===== config.mk =====
export PLATFORM = sky130hd
export DESIGN_NAME = keyboard_scancode_fifo_unit
export DESIGN_NICKNAME = d
export VERILOG_FILES = /design/src/hdl/kbsf_pkg.sv /design/src/hdl/kbsf_ctrl.sv /design/src/hdl/kbsf_datapath.sv /design/src/hdl/keyboard_scancode_fifo_unit.sv
export SDC_FILE = /design/constraint.sdc
export NUM_CORES = 2
export LEC_CHECK = 0
export ABC_AREA = 0
export BUFFER_PORTS_ARGS = -buffer_cell sky130_fd_sc_hd__buf_2
export CAP_MARGIN = 10
export CELL_PAD_IN_SITES_DETAIL_PLACEMENT = 2
export CELL_PAD_IN_SITES_GLOBAL_PLACEMENT = 2
export CORE_ASPECT_RATIO = 0.8
export CORE_MARGIN = 2
export CORE_UTILIZATION = 40
export CTS_CLUSTER_SIZE = 20
export DETAILED_ROUTE_END_ITERATION = 10
export PLACE_DENSITY = 0.73
export SLEW_MARGIN = 30
export SYNTH_ARGS = -nofsm -noshare
export SYNTH_HDL_FRONTEND = slang
export SYNTH_SLANG_ARGS = --single-unit

===== constraint.sdc =====
create_clock -name i_clk -period 13.14 [get_ports i_clk]
set_clock_uncertainty 0.05 [all_clocks]
set_input_delay 1.971 -clock i_clk [delete_from_list [all_inputs] [get_ports i_clk]]
set_output_delay 1.971 -clock i_clk [all_outputs]
set_load 0.005 [all_outputs]

===== src/hdl/kbsf_pkg.sv =====
// Shared types, status codes and the set-1 scan-code translation table.
`timescale 1ns / 1ps

package kbsf_pkg;

    // Result status codes.
    typedef enum logic [1:0] {
        ST_OK      = 2'd0,
        ST_IGNORED = 2'd1,
        ST_DROPPED = 2'd2,
        ST_EMPTY   = 2'd3
    } t_status;

    // Input item kinds.
    localparam logic MODE_SCAN = 1'b0;
    localparam logic MODE_READ = 1'b1;

    localparam int SCAN_W  = 8;
    localparam int CHAR_W  = 7;
    localparam int FILL_W  = 8;
    localparam int OUT_DW  = 16;

    // Commands from the controller to the datapath.
    typedef struct packed {
        logic capture;  // latch the input item
        logic execute;  // translate, push or pop, and load the result
    } t_ctl_cmd;

    // Set-1 make code (bit 7 already stripped) to ASCII; zero means unmapped.
    function automatic logic [CHAR_W-1:0] scan_to_ascii(input logic [6:0] code);
        logic [CHAR_W-1:0] ch;
        ch = '0;
        unique case (code)
            7'h02: ch = 7'h31;
            7'h03: ch = 7'h32;
            7'h04: ch = 7'h33;
            7'h05: ch = 7'h34;
            7'h06: ch = 7'h35;
            7'h07: ch = 7'h36;
            7'h08: ch = 7'h37;
            7'h09: ch = 7'h38;
            7'h0A: ch = 7'h39;
            7'h0B: ch = 7'h30;
            7'h0C: ch = 7'h2D;
            7'h0D: ch = 7'h3D;
            7'h0E: ch = 7'h08;  // backspace
            7'h10: ch = 7'h71;
            7'h11: ch = 7'h77;
            7'h12: ch = 7'h65;
            7'h13: ch = 7'h72;
            7'h14: ch = 7'h74;
            7'h15: ch = 7'h79;
            7'h16: ch = 7'h75;
            7'h17: ch = 7'h69;
            7'h18: ch = 7'h6F;
            7'h19: ch = 7'h70;
            7'h1A: ch = 7'h5B;
            7'h1B: ch = 7'h5D;
            7'h1C: ch = 7'h0A;  // enter gives line feed
            7'h1E: ch = 7'h61;
            7'h1F: ch = 7'h73;
            7'h20: ch = 7'h64;
            7'h21: ch = 7'h66;
            7'h22: ch = 7'h67;
            7'h23: ch = 7'h68;
            7'h24: ch = 7'h6A;
            7'h25: ch = 7'h6B;
            7'h26: ch = 7'h6C;
            7'h27: ch = 7'h3B;
            7'h28: ch = 7'h27;
            7'h29: ch = 7'h60;
            7'h2B: ch = 7'h5C;
            7'h2C: ch = 7'h7A;
            7'h2D: ch = 7'h78;
            7'h2E: ch = 7'h63;
            7'h2F: ch = 7'h76;
            7'h30: ch = 7'h62;
            7'h31: ch = 7'h6E;
            7'h32: ch = 7'h6D;
            7'h33: ch = 7'h2C;
            7'h34: ch = 7'h2E;
            7'h35: ch = 7'h2F;
            7'h39: ch = 7'h20;  // space bar
            default: ch = '0;
        endcase
        return ch;
    endfunction

endpackage


===== src/hdl/kbsf_ctrl.sv =====
// Controller state machine: accept, execute and present one item at a time.
`timescale 1ns / 1ps

module kbsf_ctrl (
    input  logic               i_clk,
    input  logic               i_rst_n,
    input  logic               i_s_tvalid,
    output logic               o_s_tready,
    output logic               o_m_tvalid,
    input  logic               i_m_tready,
    output kbsf_pkg::t_ctl_cmd o_cmd
);

    typedef enum logic [1:0] {
        S_IDLE,
        S_EXEC,
        S_SEND
    } t_state;

    t_state r_state;
    logic   r_s_tready;
    logic   r_m_tvalid;
    logic   accept;

    assign accept = i_s_tvalid & r_s_tready;

    always_ff @(posedge i_clk) begin
        if (!i_rst_n) begin
            r_state    <= S_IDLE;
            r_s_tready <= 1'b1;
            r_m_tvalid <= 1'b0;
        end else begin
            unique case (r_state)
                S_IDLE: begin
                    if (accept) begin
                        r_state    <= S_EXEC;
                        r_s_tready <= 1'b0;
                    end
                end
                S_EXEC: begin
                    r_state    <= S_SEND;
                    r_m_tvalid <= 1'b1;
                end
                S_SEND: begin
                    if (i_m_tready) begin
                        r_state    <= S_IDLE;
                        r_m_tvalid <= 1'b0;
                        r_s_tready <= 1'b1;
                    end
                end
                default: begin
                    r_state    <= S_IDLE;
                    r_s_tready <= 1'b1;
                    r_m_tvalid <= 1'b0;
                end
            endcase
        end
    end

    assign o_cmd.capture = accept;
    assign o_cmd.execute = (r_state == S_EXEC);
    assign o_s_tready    = r_s_tready;
    assign o_m_tvalid    = r_m_tvalid;

endmodule


===== src/hdl/kbsf_datapath.sv =====
// Datapath: item latch, scan-code translation, ring buffer memory and result register.
`timescale 1ns / 1ps

module kbsf_datapath #(
    parameter int FIFO_DEPTH = 256
) (
    input  logic                                 i_clk,
    input  logic                                 i_rst_n,
    input  kbsf_pkg::t_ctl_cmd                   i_cmd,
    input  logic                                 i_mode,
    input  logic [kbsf_pkg::SCAN_W-1:0]          i_key_code,
    output logic [kbsf_pkg::CHAR_W-1:0]          o_char_code,
    output kbsf_pkg::t_status                    o_status,
    output logic [kbsf_pkg::FILL_W-1:0]          o_fill_count
);

    localparam int AW = $clog2(FIFO_DEPTH);
    localparam int CW = AW + 1;
    localparam logic [AW-1:0] LAST_IDX = AW'(FIFO_DEPTH - 1);

    logic [kbsf_pkg::CHAR_W-1:0] r_mem [FIFO_DEPTH];
    logic [kbsf_pkg::CHAR_W-1:0] r_rd_data;

    logic                          r_mode;
    logic [kbsf_pkg::SCAN_W-1:0]   r_code;
    logic [AW-1:0]                 r_wr_idx;
    logic [AW-1:0]                 r_rd_idx;
    logic [kbsf_pkg::CHAR_W-1:0]   r_char;
    kbsf_pkg::t_status             r_status;
    logic [kbsf_pkg::FILL_W-1:0]   r_fill;

    logic [kbsf_pkg::CHAR_W-1:0]   ascii;
    logic [AW-1:0]                 wr_inc;
    logic [AW-1:0]                 rd_inc;
    logic [AW-1:0]                 n_wr_idx;
    logic [AW-1:0]                 n_rd_idx;
    logic                          do_push;
    logic [kbsf_pkg::CHAR_W-1:0]   n_char;
    kbsf_pkg::t_status             n_status;
    logic [CW-1:0]                 held;

    assign ascii  = kbsf_pkg::scan_to_ascii(r_code[6:0]);
    assign wr_inc = (r_wr_idx == LAST_IDX) ? '0 : r_wr_idx + AW'(1);
    assign rd_inc = (r_rd_idx == LAST_IDX) ? '0 : r_rd_idx + AW'(1);

    always_comb begin
        n_wr_idx = r_wr_idx;
        n_rd_idx = r_rd_idx;
        do_push  = 1'b0;
        n_char   = '0;
        n_status = kbsf_pkg::ST_OK;
        if (r_mode == kbsf_pkg::MODE_SCAN) begin
            if (r_code[7] || (ascii == '0)) begin
                n_status = kbsf_pkg::ST_IGNORED;
            end else if (wr_inc == r_rd_idx) begin
                // Keep one slot free: drop the character but report it.
                n_char   = ascii;
                n_status = kbsf_pkg::ST_DROPPED;
            end else begin
                n_char   = ascii;
                do_push  = 1'b1;
                n_wr_idx = wr_inc;
            end
        end else begin
            if (r_rd_idx == r_wr_idx) begin
                n_status = kbsf_pkg::ST_EMPTY;
            end else begin
                n_char   = r_rd_data;
                n_rd_idx = rd_inc;
            end
        end
    end

    // Occupancy after the update, wrapped onto the ring.
    always_comb begin
        held = {1'b0, n_wr_idx} - {1'b0, n_rd_idx};
        if (n_wr_idx < n_rd_idx) begin
            held = held + CW'(FIFO_DEPTH);
        end
    end

    always_ff @(posedge i_clk) begin
        if (i_cmd.execute && do_push) begin
            r_mem[r_wr_idx] <= ascii;
        end
        r_rd_data <= r_mem[r_rd_idx];
    end

    always_ff @(posedge i_clk) begin
        if (!i_rst_n) begin
            r_wr_idx <= '0;
            r_rd_idx <= '0;
        end else if (i_cmd.execute) begin
            r_wr_idx <= n_wr_idx;
            r_rd_idx <= n_rd_idx;
        end
    end

    always_ff @(posedge i_clk) begin
        if (i_cmd.capture) begin
            r_mode <= i_mode;
            r_code <= i_key_code;
        end
        if (i_cmd.execute) begin
            r_char   <= n_char;
            r_status <= n_status;
            r_fill   <= kbsf_pkg::FILL_W'(held);
        end
    end

    assign o_char_code  = r_char;
    assign o_status     = r_status;
    assign o_fill_count = r_fill;

endmodule


===== src/hdl/keyboard_scancode_fifo_unit.sv =====
// Top level of the keyboard scan-code FIFO: controller plus datapath.
`timescale 1ns / 1ps

// Channel   Direction  tdata (low bit up)                        tuser
// -------   ---------  ----------------------------------------  -----------
// s (in)    to block   key_code[7:0]                             mode[0]
// m (out)   from block char_code[6:0], fill_count[14:7], 0 [15]  status[1:0]
//
// Each transfer in produces exactly one transfer out. The item is latched at
// its input transfer, the execute state follows against the single-write-port
// character memory (its registered read is fetched ahead) and registers the
// result, which is shown in the send state and held while the output side
// stalls; input ready rises again the cycle after the result is taken, so the
// block takes one item at a time.
// Reset (i_rst_n low, synchronous) empties the ring buffer by clearing its
// indices; the memory itself is not cleared and no clearing pass is needed.

module keyboard_scancode_fifo_unit #(
    parameter int FIFO_DEPTH = 256
) (
    input  logic                          i_clk,
    input  logic                          i_rst_n,
    input  logic                          i_s_tvalid,
    output logic                          o_s_tready,
    input  logic [7:0]                    i_s_tdata,   // key_code[7:0]
    input  logic                          i_s_tuser,   // mode[0]
    output logic                          o_m_tvalid,
    input  logic                          i_m_tready,
    output logic [kbsf_pkg::OUT_DW-1:0]   o_m_tdata,   // char_code[6:0], fill_count[14:7], zero[15]
    output logic [1:0]                    o_m_tuser    // status[1:0]
);

    kbsf_pkg::t_ctl_cmd                cmd;
    logic [kbsf_pkg::CHAR_W-1:0]       char_code;
    kbsf_pkg::t_status                 status;
    logic [kbsf_pkg::FILL_W-1:0]       fill_count;

    // Sequence each item: hold input ready low until its result is taken.
    kbsf_ctrl u_ctrl (
        .i_clk      (i_clk),
        .i_rst_n    (i_rst_n),
        .i_s_tvalid (i_s_tvalid),
        .o_s_tready (o_s_tready),
        .o_m_tvalid (o_m_tvalid),
        .i_m_tready (i_m_tready),
        .o_cmd      (cmd)
    );

    // Translate, push or pop, and hold the result stable while stalled.
    kbsf_datapath #(
        .FIFO_DEPTH (FIFO_DEPTH)
    ) u_datapath (
        .i_clk        (i_clk),
        .i_rst_n      (i_rst_n),
        .i_cmd        (cmd),
        .i_mode       (i_s_tuser),
        .i_key_code   (i_s_tdata),
        .o_char_code  (char_code),
        .o_status     (status),
        .o_fill_count (fill_count)
    );

    // Pack the result: character lowest, then occupancy, pad to whole bytes.
    assign o_m_tdata = {1'b0, fill_count, char_code};
    assign o_m_tuser = status;

endmodule


==> flow_metrics.env <==
export IMPL_outcome="complete, no violations"
export IMPL_tightestPinTransition_ns=1.05
export IMPL_hold_end="u_ctrl.r_state[0]$_SDFFE_PN0P_"
export IMPL_first_global_vias=44200
export IMPL_cts_root_buf="clkbuf_16"
export IMPL_synth_edff_count=1818
export IMPL_std_cell_rows=141
export IMPL_syn_area_mm2=0.0739
export IMPL_dr_total_vias=41400
export IMPL_r2r_start="u_datapath.r_rd_idx[0]$_SDFFE_PN0P_"
export IMPL_wl_mm=240
export IMPL_critical_path_top_delay_family="buffers and inverters"
export IMPL_finalSetupViolCount=0
export IMPL_setup_tns_ns=0
export IMPL_synth_compound_area_frac=0.0581
export IMPL_grt_max_degree=172
export IMPL_syn_inst=4096
export IMPL_start_util=0.402
export IMPL_place_hpwl_mm=146
export IMPL_core_area_mm2=0.184
export IMPL_finalCriticalPeriod_ns=6.20
export IMPL_crit_buf_inv=5
export IMPL_drv_slew=0
export IMPL_synth_most_common_cell="edfxtp_1"
export IMPL_synthSimpleGateAreaFrac=0.0365
export IMPL_dr_pass1_iters=7
export IMPL_die_w_um=485
export IMPL_synthDistinctLibCells=71
export IMPL_rsz0062_at_grt="false"
export IMPL_worstSetupPathType="reg -> reg"
export IMPL_start_kind="flip-flop"
export IMPL_clock_path_buffers=3
export IMPL_maxSlewHeadroom=0.296
export IMPL_syn_area_per_cell_um2=18.0
export IMPL_p_leak_nw=24.5
export IMPL_postRouteAntennaNets=0
export IMPL_wire_per_inst_um=35.7
export IMPL_clk_latency_ns=0.86
export IMPL_ys_flop_type="edfxtp_1"
export IMPL_dieArea_mm2=0.188
export IMPL_dp_cells=6376
export IMPL_final_cells=6717
export IMPL_post_route_period_util=0.472
export IMPL_grt_pass1_wl_mm=342
export IMPL_totalPowerFinal_mw=12.4
export IMPL_drc_errors=0
export IMPL_cpPeakStageDelay_ns=0.81
export IMPL_path_cells="buf_4 -> buf_4 -> buf_12 -> buf_12 -> buf_16 -> mux2i_1 -> o221ai_1 -> o22ai_1 -> o21ai_0 -> nand2_1 -> nor4_2 -> nand4b_1"
export IMPL_n_fill_cell=16800
export IMPL_timing_final_hold_violations=0
export IMPL_drive_gt1_frac=0.157
export IMPL_synth_xor_area_frac=0.00367
export IMPL_ys_top_cells_by_count="edfxtp_1, mux2i_1, nor2_1"
export IMPL_synth_mux_area_frac=0.131
export IMPL_portBuffers=31
export IMPL_grt_usage=0.253
export IMPL_utilization=0.449
export IMPL_drtIter0Drc=4709
export IMPL_overflow=0
export IMPL_slowest_stage="buf_4"
export IMPL_maxCapViolations=0
export IMPL_synth_top_area_cell="edfxtp_1"
export IMPL_boundaryPins=33
export IMPL_vdd_drop_max_mv=0.114
export IMPL_async_flop_share=0
export IMPL_powerDensity_mw_per_mm2=149
export IMPL_synth_top_family_by_area="multiplexers"
export IMPL_min_delay_start="u_ctrl.r_state[1]$_SDFFE_PN0P_"
export IMPL_yosys_top_cells_area="edfxtp_1, mux4_2, mux2i_1"
export IMPL_cts_setup_buffers=0
export IMPL_synth_seq_cells=1852
export IMPL_r2r_end="u_datapath.r_rd_data[5]$_DFF_P_"
export IMPL_worst_ep_required_time_ns=13.86
export IMPL_cts_sinks=1852
export IMPL_ys_warn_count=0
export IMPL_syn_to_final_growth_pct=11.9
export IMPL_fp_dieH_um=388
export IMPL_seq_area_frac_synth=0.748
export IMPL_grt_antenna_before_repair=5
export IMPL_worst_hold_path_type="reg -> reg"
export IMPL_critPathArrivalTime_ns=6.92
export IMPL_synth_adder_area_share=0.00417
export IMPL_tritoncts="done"
export IMPL_reg2regPathDepth=12
export IMPL_r2r_slack_ns=6.94
export IMPL_place_gp_congestion=0.833
export IMPL_yosys_area_top_type_share=0.739
export IMPL_cts_resized=0
export IMPL_cts_htree_levels=4
export IMPL_cp_max_fo=107
export IMPL_nets=4168
export IMPL_viasPerCell=6.17
export IMPL_cts_buffers=180
export IMPL_worstHoldPathCells=1
export IMPL_crit_path_end_kind="flip-flop"
export IMPL_syn_nets=4133
export IMPL_clkTransAtPathRegs_ns=0.07
export IMPL_cts_hold_buf=0
export IMPL_max_freq_mhz=161
stage by stage:
stage | hold WS (ns) | instance area, um2 | setup WS (ns)
final | 0.502 | 82700 | 6.94
after global routing | 0.500 | 82700 | 6.60
after CTS | 0.490 | 82500 | 6.98
after detailed placement | 0.469 | 76900 | 7.01
after global placement | 0.427 | 76700 | 6.49
after floorplan | 0.403 | 73900 | 3.05
power breakdown:
group | switching (mW) | internal [mW]
clock network | 2.31 | 2.82
logic | 0.437 | 0.130
registers | 0.0101 | 6.65
worst max-delay path by stage:
stage	endpoint	slack, ns	cells after the start	start
floorplan	u_datapath.o_fill_count[6]$_DFFE_PP_	3.05	15	u_datapath.r_code[6]$_DFFE_PP_
global placement	u_datapath.r_rd_data[5]$_DFF_P_	6.49	9	u_datapath.r_rd_idx[0]$_SDFFE_PN0P_
detailed placement	u_datapath.r_rd_data[5]$_DFF_P_	7.01	11	u_datapath.r_rd_idx[0]$_SDFFE_PN0P_
CTS	u_datapath.r_rd_data[3]$_DFF_P_	6.98	10	u_datapath.r_rd_idx[0]$_SDFFE_PN0P_
global route	u_datapath.r_rd_data[3]$_DFF_P_	6.60	11	u_datapath.r_rd_idx[0]$_SDFFE_PN0P_
finish	u_datapath.r_rd_data[5]$_DFF_P_	6.94	12	u_datapath.r_rd_idx[0]$_SDFFE_PN0P_
logic make-up (layout without fill, tap and decap cells):
group / after synthesis / in the layout
compound gates: 620 / 620
xor+xnor: 31 / 31
fa+ha+maj: 24 / 24
buf+inv: 293 / 482
flops: 1852 / 1852
mux: 687 / 687
other cells: 1 / 2
simple gates: 588 / 588
registers in the layout, indices dropped and copies added (netlist names), named ones only:
signal,count
u_datapath.r_code,8
u_datapath.o_status,2
u_datapath.r_wr_idx,8
u_datapath.o_char_code,7
u_datapath.r_rd_data,7
u_ctrl.r_state,2
u_datapath.r_mem,1792
u_ctrl.o_m_tvalid,1
u_datapath.r_mode,1
u_datapath.o_fill_count,8
u_datapath.r_rd_idx,8
u_ctrl.o_s_tready,1
cells in the final DEF (no fill, tap or decap), types with 8 or more instances in the layout:
cell type  netlist  layout
inv_1           16      14
clkbuf_1       137      51
a21oi_1        133     133
dfxtp_1         34      29
and2_1           8       8
mux4_2         225     225
bufinv_16        0      10
nor3_1          90      79
edfxtp_1      1818    1818
nor4_1          10       9
buf_4           35      74
mux2i_1        458     458
buf_2           77      32
buf_12           0       8
nand4_1         24      24
clkinv_1         0      32
clkinv_2         0      40
o221ai_1       211     211
a211o_1         11      11
nor2_1         282     276
nor3_2           0      10
o21ai_0        104     103
nand3_2          7      12
nand3_1         41      34
xnor2_1         27      27
buf_6            2      10
o22ai_1         77      77
ha_1            23      23
nand2_1         71      70
o21a_1           9       9
a31oi_1         12      12
clkbuf_16        0     186
final cells by class:
class	instances	area [um2]	share of cell area
Antenna cell	1	2.50	0.0000303
Clock buffer	240	4890	0.0591
Clock inverter	96	769	0.00930
Inverter	16	65.1	0.000787
Multi-Input combinational cell	1951	17500	0.212
Sequential cell	1852	55300	0.669
Tap cell	2431	3040	0.0368
Timing Repair Buffer	130	1150	0.0139
routing by layer:
layer,vias up,share of wire,GRT usage
li1,16800,-,-
met1,22500,0.42,0.348
met2,1667,0.48,0.409
met3,400,0.067,0.0412
met4,4,0.031,0.0850
met5,-,0.000096,0
(Power assumes the default switching activity.)
